**config.mk**
```make
export PLATFORM = sky130hd
export DESIGN_NAME = xorshift_random_range_generator_top_flat
export DESIGN_NICKNAME = d
export VERILOG_FILES = /design/src/rtl/xrrg_pkg.sv /design/src/rtl/xrrg_channels.sv /design/src/rtl/xrrg_remainder.sv /design/src/rtl/xorshift_random_range_generator_top.sv /design/src/flat_wrapper.sv
export SDC_FILE = /design/constraint.sdc
export NUM_CORES = 1
export LEC_CHECK = 0
export BUFFER_PORTS_ARGS = -buffer_cell sky130_fd_sc_hd__buf_2
export CAP_MARGIN = 15
export CORE_AREA = 4 4 227 229
export DETAILED_ROUTE_END_ITERATION = 12
export DIE_AREA = 0 0 231 233
export HOLD_SLACK_MARGIN = 0.15
export PLACE_DENSITY = 0.58
export SETUP_SLACK_MARGIN = 0.02
export SYNTH_ARGS = -nofsm -noshare
export SYNTH_HDL_FRONTEND = slang
export SYNTH_SLANG_ARGS = --single-unit
```
**constraint.sdc**
```tcl
create_clock -name clk -period 5.5 [get_ports clk]
set_input_delay 0.825 -clock clk [delete_from_list [all_inputs] [get_ports clk]]
set_output_delay 0.825 -clock clk [all_outputs]
set_load 0.1 [all_outputs]
```
**src/rtl/xrrg_pkg.sv**
```systemverilog
// Package for the xorshift random range generator.
// Holds widths, the seed reset value and the xorshift step function.
// No dependencies.
`timescale 1ns / 1ps
`default_nettype none

package xrrg_pkg;

  localparam int unsigned DataW = 32;
  localparam int unsigned CountW = 5;
  localparam logic [DataW-1:0] SEED_RESET = 32'd2463534242;
  localparam int unsigned SHIFT_A = 13;
  localparam int unsigned SHIFT_B = 17;
  localparam int unsigned SHIFT_C = 5;

  function automatic logic [DataW-1:0] xorshift_next(input logic [DataW-1:0] x);
    logic [DataW-1:0] a;
    logic [DataW-1:0] b;
    a = x ^ (x << SHIFT_A);
    b = a ^ (a >> SHIFT_B);
    return b ^ (b << SHIFT_C);
  endfunction

endpackage

`default_nettype wire

```
**src/rtl/xrrg_channels.sv**
```systemverilog
// Valid/ready channel interfaces for requests and results.
// Depends on xrrg_pkg for the data width.
`timescale 1ns / 1ps
`default_nettype none

interface xrrg_req_if
  import xrrg_pkg::*;
();
  logic             valid;
  logic             ready;
  logic             bounded;
  logic [DataW-1:0] range_low;
  logic [DataW-1:0] range_high;
  modport source (output valid, output bounded, output range_low, output range_high,
                  input ready);
  modport sink (input valid, input bounded, input range_low, input range_high,
                output ready);
endinterface

interface xrrg_rsp_if
  import xrrg_pkg::*;
();
  logic             valid;
  logic             ready;
  logic [DataW-1:0] random_value;
  modport source (output valid, output random_value, input ready);
  modport sink (input valid, input random_value, output ready);
endinterface

`default_nettype wire

```
**src/rtl/xrrg_remainder.sv**
```systemverilog
// Iterative restoring remainder unit, one dividend bit per cycle.
// Depends on xrrg_pkg for widths.
`timescale 1ns / 1ps
`default_nettype none

module xrrg_remainder
  import xrrg_pkg::*;
(
  input  wire logic             clk,
  input  wire logic             rst,
  input  wire logic             start,
  input  wire logic [DataW-1:0] dividend,
  input  wire logic [DataW-1:0] divisor,
  output logic                  done,
  output logic [DataW-1:0]      remainder
);

  logic             busy;
  logic [CountW-1:0] count;
  logic [DataW-1:0] dvd;
  logic [DataW-1:0] dvs;
  logic [DataW-1:0] rem;
  logic [DataW:0]   shifted;
  logic [DataW:0]   trial;
  logic [DataW-1:0] rem_next;

  always_comb begin
    shifted = {rem, dvd[DataW-1]};
    trial = shifted - {1'b0, dvs};
    if (trial[DataW]) begin
      rem_next = shifted[DataW-1:0];
    end else begin
      rem_next = trial[DataW-1:0];
    end
  end

  always_ff @(posedge clk) begin
    if (rst) begin
      busy <= 1'b0;
      done <= 1'b0;
      count <= '0;
    end else begin
      done <= 1'b0;
      if (start) begin
        busy <= 1'b1;
        count <= '1;
        dvd <= dividend;
        dvs <= divisor;
        rem <= '0;
      end else if (busy) begin
        rem <= rem_next;
        dvd <= {dvd[DataW-2:0], 1'b0};
        count <= count - 1'b1;
        if (count == '0) begin
          busy <= 1'b0;
          done <= 1'b1;
        end
      end
    end
  end

  assign remainder = rem;

endmodule

`default_nettype wire

```
**src/rtl/xorshift_random_range_generator_top.sv**
```systemverilog
// Top level of the xorshift random range generator.
// Depends on xrrg_pkg, the channel interfaces and xrrg_remainder.
//
// Each request on req carries bounded, range_low and range_high and gives
// one result on rsp. A raw request, or a bounded request with an empty
// range, is answered in the cycle after it is taken. A bounded request with
// a nonempty range advances the generator and reduces the value through a
// remainder unit that resolves one bit per cycle; its result goes to the
// output register once the unit signals done. The block takes one
// request at a time; req.ready is high when the sequencer is idle and the
// output register is empty or being emptied in the same cycle.
// Raw and empty-range requests can be taken on every cycle while the
// receiver keeps up; none is taken while a bounded one is being reduced.
// A stalled receiver holds the result in the output register and blocks
// further requests until it is taken.
// Reset empties the output register and loads the generator state with
// 2463534242. A write on cfg_wr_en with nonzero data reloads the state;
// zero is ignored. Users write only while idle; the block won't check.
`timescale 1ns / 1ps
`default_nettype none

module xorshift_random_range_generator_top
  import xrrg_pkg::*;
(
  input  wire logic             clk,
  input  wire logic             rst,
  input  wire logic             cfg_wr_en,
  input  wire logic [DataW-1:0] cfg_wr_data,
  xrrg_req_if.sink              req,
  xrrg_rsp_if.source            rsp
);

  typedef enum logic {
    ST_IDLE,
    ST_REDUCE
  } seq_state_t;

  seq_state_t       state;
  logic [DataW-1:0] gen_state;
  logic [DataW-1:0] gen_next;
  logic [DataW-1:0] low_q;
  logic [DataW-1:0] out_data;
  logic             out_valid;
  logic             accept;
  logic             empty_range;
  logic             rem_start;
  logic             rem_done;
  logic [DataW-1:0] rem_value;

  assign gen_next = xorshift_next(gen_state);
  assign req.ready = (state == ST_IDLE) && (!out_valid || rsp.ready);
  assign accept = req.valid && req.ready;
  assign empty_range = req.range_high <= req.range_low;
  assign rem_start = accept && req.bounded && !empty_range;

  xrrg_remainder u_rem (
    .clk       (clk),
    .rst       (rst),
    .start     (rem_start),
    .dividend  (gen_next),
    .divisor   (req.range_high - req.range_low),
    .done      (rem_done),
    .remainder (rem_value)
  );

  always_ff @(posedge clk) begin
    if (rst) begin
      state <= ST_IDLE;
      out_valid <= 1'b0;
      gen_state <= SEED_RESET;
    end else begin
      if (out_valid && rsp.ready) begin
        out_valid <= 1'b0;
      end
      if (cfg_wr_en && (cfg_wr_data != '0)) begin
        gen_state <= cfg_wr_data;
      end
      case (state)
        ST_IDLE: begin
          if (accept) begin
            low_q <= req.range_low;
            if (!req.bounded) begin
              gen_state <= gen_next;
              out_data <= gen_next;
              out_valid <= 1'b1;
            end else if (empty_range) begin
              out_data <= req.range_low;
              out_valid <= 1'b1;
            end else begin
              gen_state <= gen_next;
              state <= ST_REDUCE;
            end
          end
        end
        ST_REDUCE: begin
          if (rem_done) begin
            out_data <= low_q + rem_value;
            out_valid <= 1'b1;
            state <= ST_IDLE;
          end
        end
        default: begin
          state <= ST_IDLE;
        end
      endcase
    end
  end

  assign rsp.valid = out_valid;
  assign rsp.random_value = out_data;

endmodule

`default_nettype wire

```
**src/flat_wrapper.sv**
```systemverilog
// flat-port wrapper written by rule: the top's interface ports become plain ports
module xorshift_random_range_generator_top_flat import xrrg_pkg::*;
  (clk, rst, cfg_wr_en, cfg_wr_data, req_valid, req_bounded, req_range_low, req_range_high, req_ready, rsp_valid, rsp_random_value, rsp_ready);
  xrrg_req_if req_i ();
  xrrg_rsp_if rsp_i ();
  input  wire logic clk;
  input  wire logic rst;
  input  wire logic cfg_wr_en;
  input  wire logic [DataW-1:0] cfg_wr_data;
  input wire logic [$bits(req_i.valid)-1:0] req_valid;
  input wire logic [$bits(req_i.bounded)-1:0] req_bounded;
  input wire logic [$bits(req_i.range_low)-1:0] req_range_low;
  input wire logic [$bits(req_i.range_high)-1:0] req_range_high;
  output wire logic [$bits(req_i.ready)-1:0] req_ready;
  output wire logic [$bits(rsp_i.valid)-1:0] rsp_valid;
  output wire logic [$bits(rsp_i.random_value)-1:0] rsp_random_value;
  input wire logic [$bits(rsp_i.ready)-1:0] rsp_ready;
  assign req_i.valid = req_valid;
  assign req_i.bounded = req_bounded;
  assign req_i.range_low = req_range_low;
  assign req_i.range_high = req_range_high;
  assign req_ready = req_i.ready;
  assign rsp_valid = rsp_i.valid;
  assign rsp_random_value = rsp_i.random_value;
  assign rsp_i.ready = rsp_ready;
  xorshift_random_range_generator_top u_core (.clk(clk), .rst(rst), .cfg_wr_en(cfg_wr_en), .cfg_wr_data(cfg_wr_data), .req(req_i), .rsp(rsp_i));
endmodule
```
==> results by group <==
Timing
  – Slew Limit Fails: 0
  – Max Clk Rate: roughly 0.26 GHz
  – Worst Tran Pin Value: ~1.2 ns
  – Setup violators final: 0
  – Fin. Hold Viols: 0
  – Final Cycle Share: 0.700
  – Setup Skew: roughly 0.027 ns
  – TNS Setup: 0 ns
  – Normalized max-slew margin: 0.223
  – RSZ-0062 raised after global routing: false
  – Final min period: between 3 and 4 ns

Routing
  – Post-route ant nets: 0
  – Post-Route WL: around 50000 µm
  – Routed WL per cell: around 21 µm
  – Via count: 13.0k
  – First drt pass iteration count: 5
  – Initial DRC count: 868
  – DR DRC count: 0
  – Vias per cell: roughly 5.5

Cells and area
  – Design Area, Final: around 17000 µm²
  – Nets: between 1.5k and 2k
  – Non-Filler Instances: about 2.4k
  – Share of cells above drive strength 1: 0.151
  – Syn-to-layout area delta: 13.8%

CTS
  – Clock Tree Root: clkbuf_16
  – Worst-Skew Late Latency: around 0.54 ns
  – H-Tree Depth: 1
  – Sink Count: roughly 200
  – Cts repair resizes: 0
  – CTS max path bufs: 3
  – Total CTS buffers: 22
  – CTS tree: yes
  – Cts hold-fix bufs: 0
  – Post-CTS Setup Bufs: 0
  – Worst-path clk slew: 0.07 ns

Yosys
  – Area share of fa/ha/maj cells after synthesis: 0.0864
  – Largest family of logic cells by synthesized area: compound AO/OA/AOI/OAI gates
  – Primary FF master, synth: edfxtp_1
  – Xor and xnor area share after synthesis: 0.0730
  – Top-area cell type share of the netlist area: 0.326
  – Syn Inst Count: between 1.5k and 2k
  – Netlist cell types: 86
  – Post-synthesis register bit count: 201
  – Post-synthesis mux area share: 0.0502
  – Synth top area cells: edfxtp_1, ha_1, dfxtp_1
  – YS warnings: 0
  – Largest area contributor in the netlist: edfxtp_1
  – Synthesized area per cell: between 9 and 10 µm²
  – EDFF count, synth: 160
  – Syn nets: between 1.5k and 2k
  – Synth async-reset ratio: 0
  – Simple-Gate Fraction of Synth Area: 0.126
  – Compound-Gate Fraction of Synth Area: 0.233
  – Synthesized cell area: approximately 15000 µm²
  – Sequential area share after synthesis: 0.381

Critical path
  – Worst path cell trace: buf_2, inv_1, ha_1, nand4_1, nor4_1, o21ai_1, a21oi_1, nand2_1, nand2_2, buf_4
  – R2R Setup Slk: roughly 1.7 ns
  – Crit path launch type: input pin
  – CP Capture Point: u_core.u_rem.remainder[18]
  – CP max-delay cell: nor4_1
  – Data arrival time of the worst path: 4.00 ns
  – R2R Path Start: u_core.u_rem.dvd[31]
  – Crit Path Max Fanout: 33
  – WP data required: approximately 5.7 ns
  – Worst Setup End Kind: flop
  – CP Launch Point: req_range_low[26]
  – Cells on worst reg2reg path: 11
  – CP Class: input pin to flop
  – Slowest cell delay on critical path: around 0.8 ns
  – Critical R2R Capture: u_core.u_rem.remainder[0]

Pwr
  – Leakage: about 0.0067 µW
  – Total power: around 5400 µW
  – Max VDD drop: between 0.2 and 0.25 mV
  – Power per cell area: 324 nW/µm²

Global route
  – Total grt overflow: 0
  – Met3 Track Usage GR: 0.0217
  – First-pass GRT wire length: about 75000 µm
  – Largest net degree at the start of global routing: 58
  – Met1 Use GR: 0.240
  – Vias in the first global route: 12.5k
  – Initial antenna violation count: 6
  – Met2 usage: 0.296
  – Global-route usage over all layers: 0.177
  – Busiest layer in global routing: met2

Die
  – Die ar.: 53800 µm²
  – CORE AREA: roughly 50000 µm²
  – Die Width: roughly 230 µm
  – Die height: between 200 and 250 µm
  – Std-Cell Rows: between 80 and 90
  – Starting Density: 0.297
  – Io pins: 136

Place
  – Dpl cell area: 16000 µm²
  – Placer Congestion: 0.931
  – Port Buffers: 135
  – Placed cell count: roughly 2.3k
  – DPL Wire Length: about 39000 µm

Run
  – Number of max-cap violations: 0

Run status
  – Status: completed

Worst hold path
  – Min-Delay Path Class: flop to flop
[how the worst min path moves through the flow]
stage | startpoint | to | slack (ns) | depth (start not counted)
4_1_cts | u_core.u_rem.done | u_core.state | 0.44 | 1
6_report | u_core.u_rem.done | u_core.state | 0.45 | 1
3_3_place_gp | u_core.u_rem.done | u_core.state | 0.42 | 1
3_5_place_dp | u_core.u_rem.done | u_core.state | 0.43 | 1
5_1_grt | u_core.u_rem.done | u_core.state | 0.45 | 1
2_1_floorplan | u_core.u_rem.done | u_core.state | 0.41 | 1
[critical path: cells and delay by family]
kind | cells | cell delay, ns
AND/OR/NAND/NOR | 4 | 1.44
AO/OA/AOI/OAI | 2 | 0.65
buffers and inverters | 3 | 0.57
adder cells (fa/ha/maj) | 1 | 0.50
[logic make-up (layout without fill, tap and decap cells)]
family,count (synthesis),after routing
XOR/XNOR,123,123
AO/OA/AOI/OAI,531,531
adder cells (fa/ha/maj),100,100
AND/OR/NAND/NOR,371,371
multiplexers,67,67
buffers and inverters,178,290
flip-flops,201,201
other,0,3
[sequential cells by signal (all words and copies together), names as in the netlist]
signal and flops:
u_core.u_rem.count 5, u_core.rsp.valid 1, u_core.u_rem.dvd 32, u_core.low_q 32, u_core.u_rem.dvs 32, u_core.u_rem.remainder 32, u_core.rsp.random_value 32, u_core.gen_state 32
u_core.u_rem.done 1, u_core.state 1, u_core.u_rem.busy 1
[layer usage]
metal / vias up / part of all wire / routed length (µm)
met1: 6346 / 0.45 / 22200
met5: - / 0.00088 / 44
met4: 6 / 0.027 / 1370
met2: 443 / 0.47 / 23200
li1: 6106 / - / -
met3: 81 / 0.059 / 2950
[stage by stage]
step | setup slack, ns | hold slack [ns] | utilization
final | 1.65 | 0.448 | 0.338
after global routing | 1.40 | 0.451 | 0.338
after global placement | 1.25 | 0.425 | 0.323
after detailed placement | 1.17 | 0.432 | 0.323
after floorplan | 0.214 | 0.412 | -
after CTS | 1.64 | 0.438 | 0.338
[final cells by class]
| type | instances | area [µm²] |
|---|---|---|
| clock buffer | 31 | 688 |
| multi-input combinational | 1192 | 8400 |
| fill | 5156 | 32900 |
| inverter | 101 | 379 |
| sequential | 201 | 5630 |
| tap | 672 | 841 |
| clock inverter | 9 | 68.8 |
| timing repair buffer | 149 | 781 |
| antenna | 3 | 7.51 |
[synthesized netlist by cell type (all sizes together), types with 41 or more instances]
cell	n
clkbuf	43
nand2	73
ha	97
xor2	44
mux2	43
a21oi	163
edfxtp	160
a21o	46
xnor2	79
dfxtp	41
nand3	62
nor2	82
inv	101
o21ai	134
[layout by cell type (no fill, tap or decap), drive strengths merged, types with 26 or more instances in the layout]
cell    count
a21oi     163
edfxtp    160
buf       149
o21ai     134
inv       102
ha         97
nor2       82
xnor2      79
nand2      73
nand3      62
a21o       46
xor2       44
mux2       43
dfxtp      41
nor3       35
clkbuf     31
a211oi     26
[power breakdown]
part           total, µW  leakage [µW]  internal (µW)  switching [µW]
Combinational       1960       0.00447            641            1320
Sequential          1920       0.00181           1820            97.9
Clock               1570      0.000381            919             649
No activity file was read; power rests on OpenSTA's default activity.
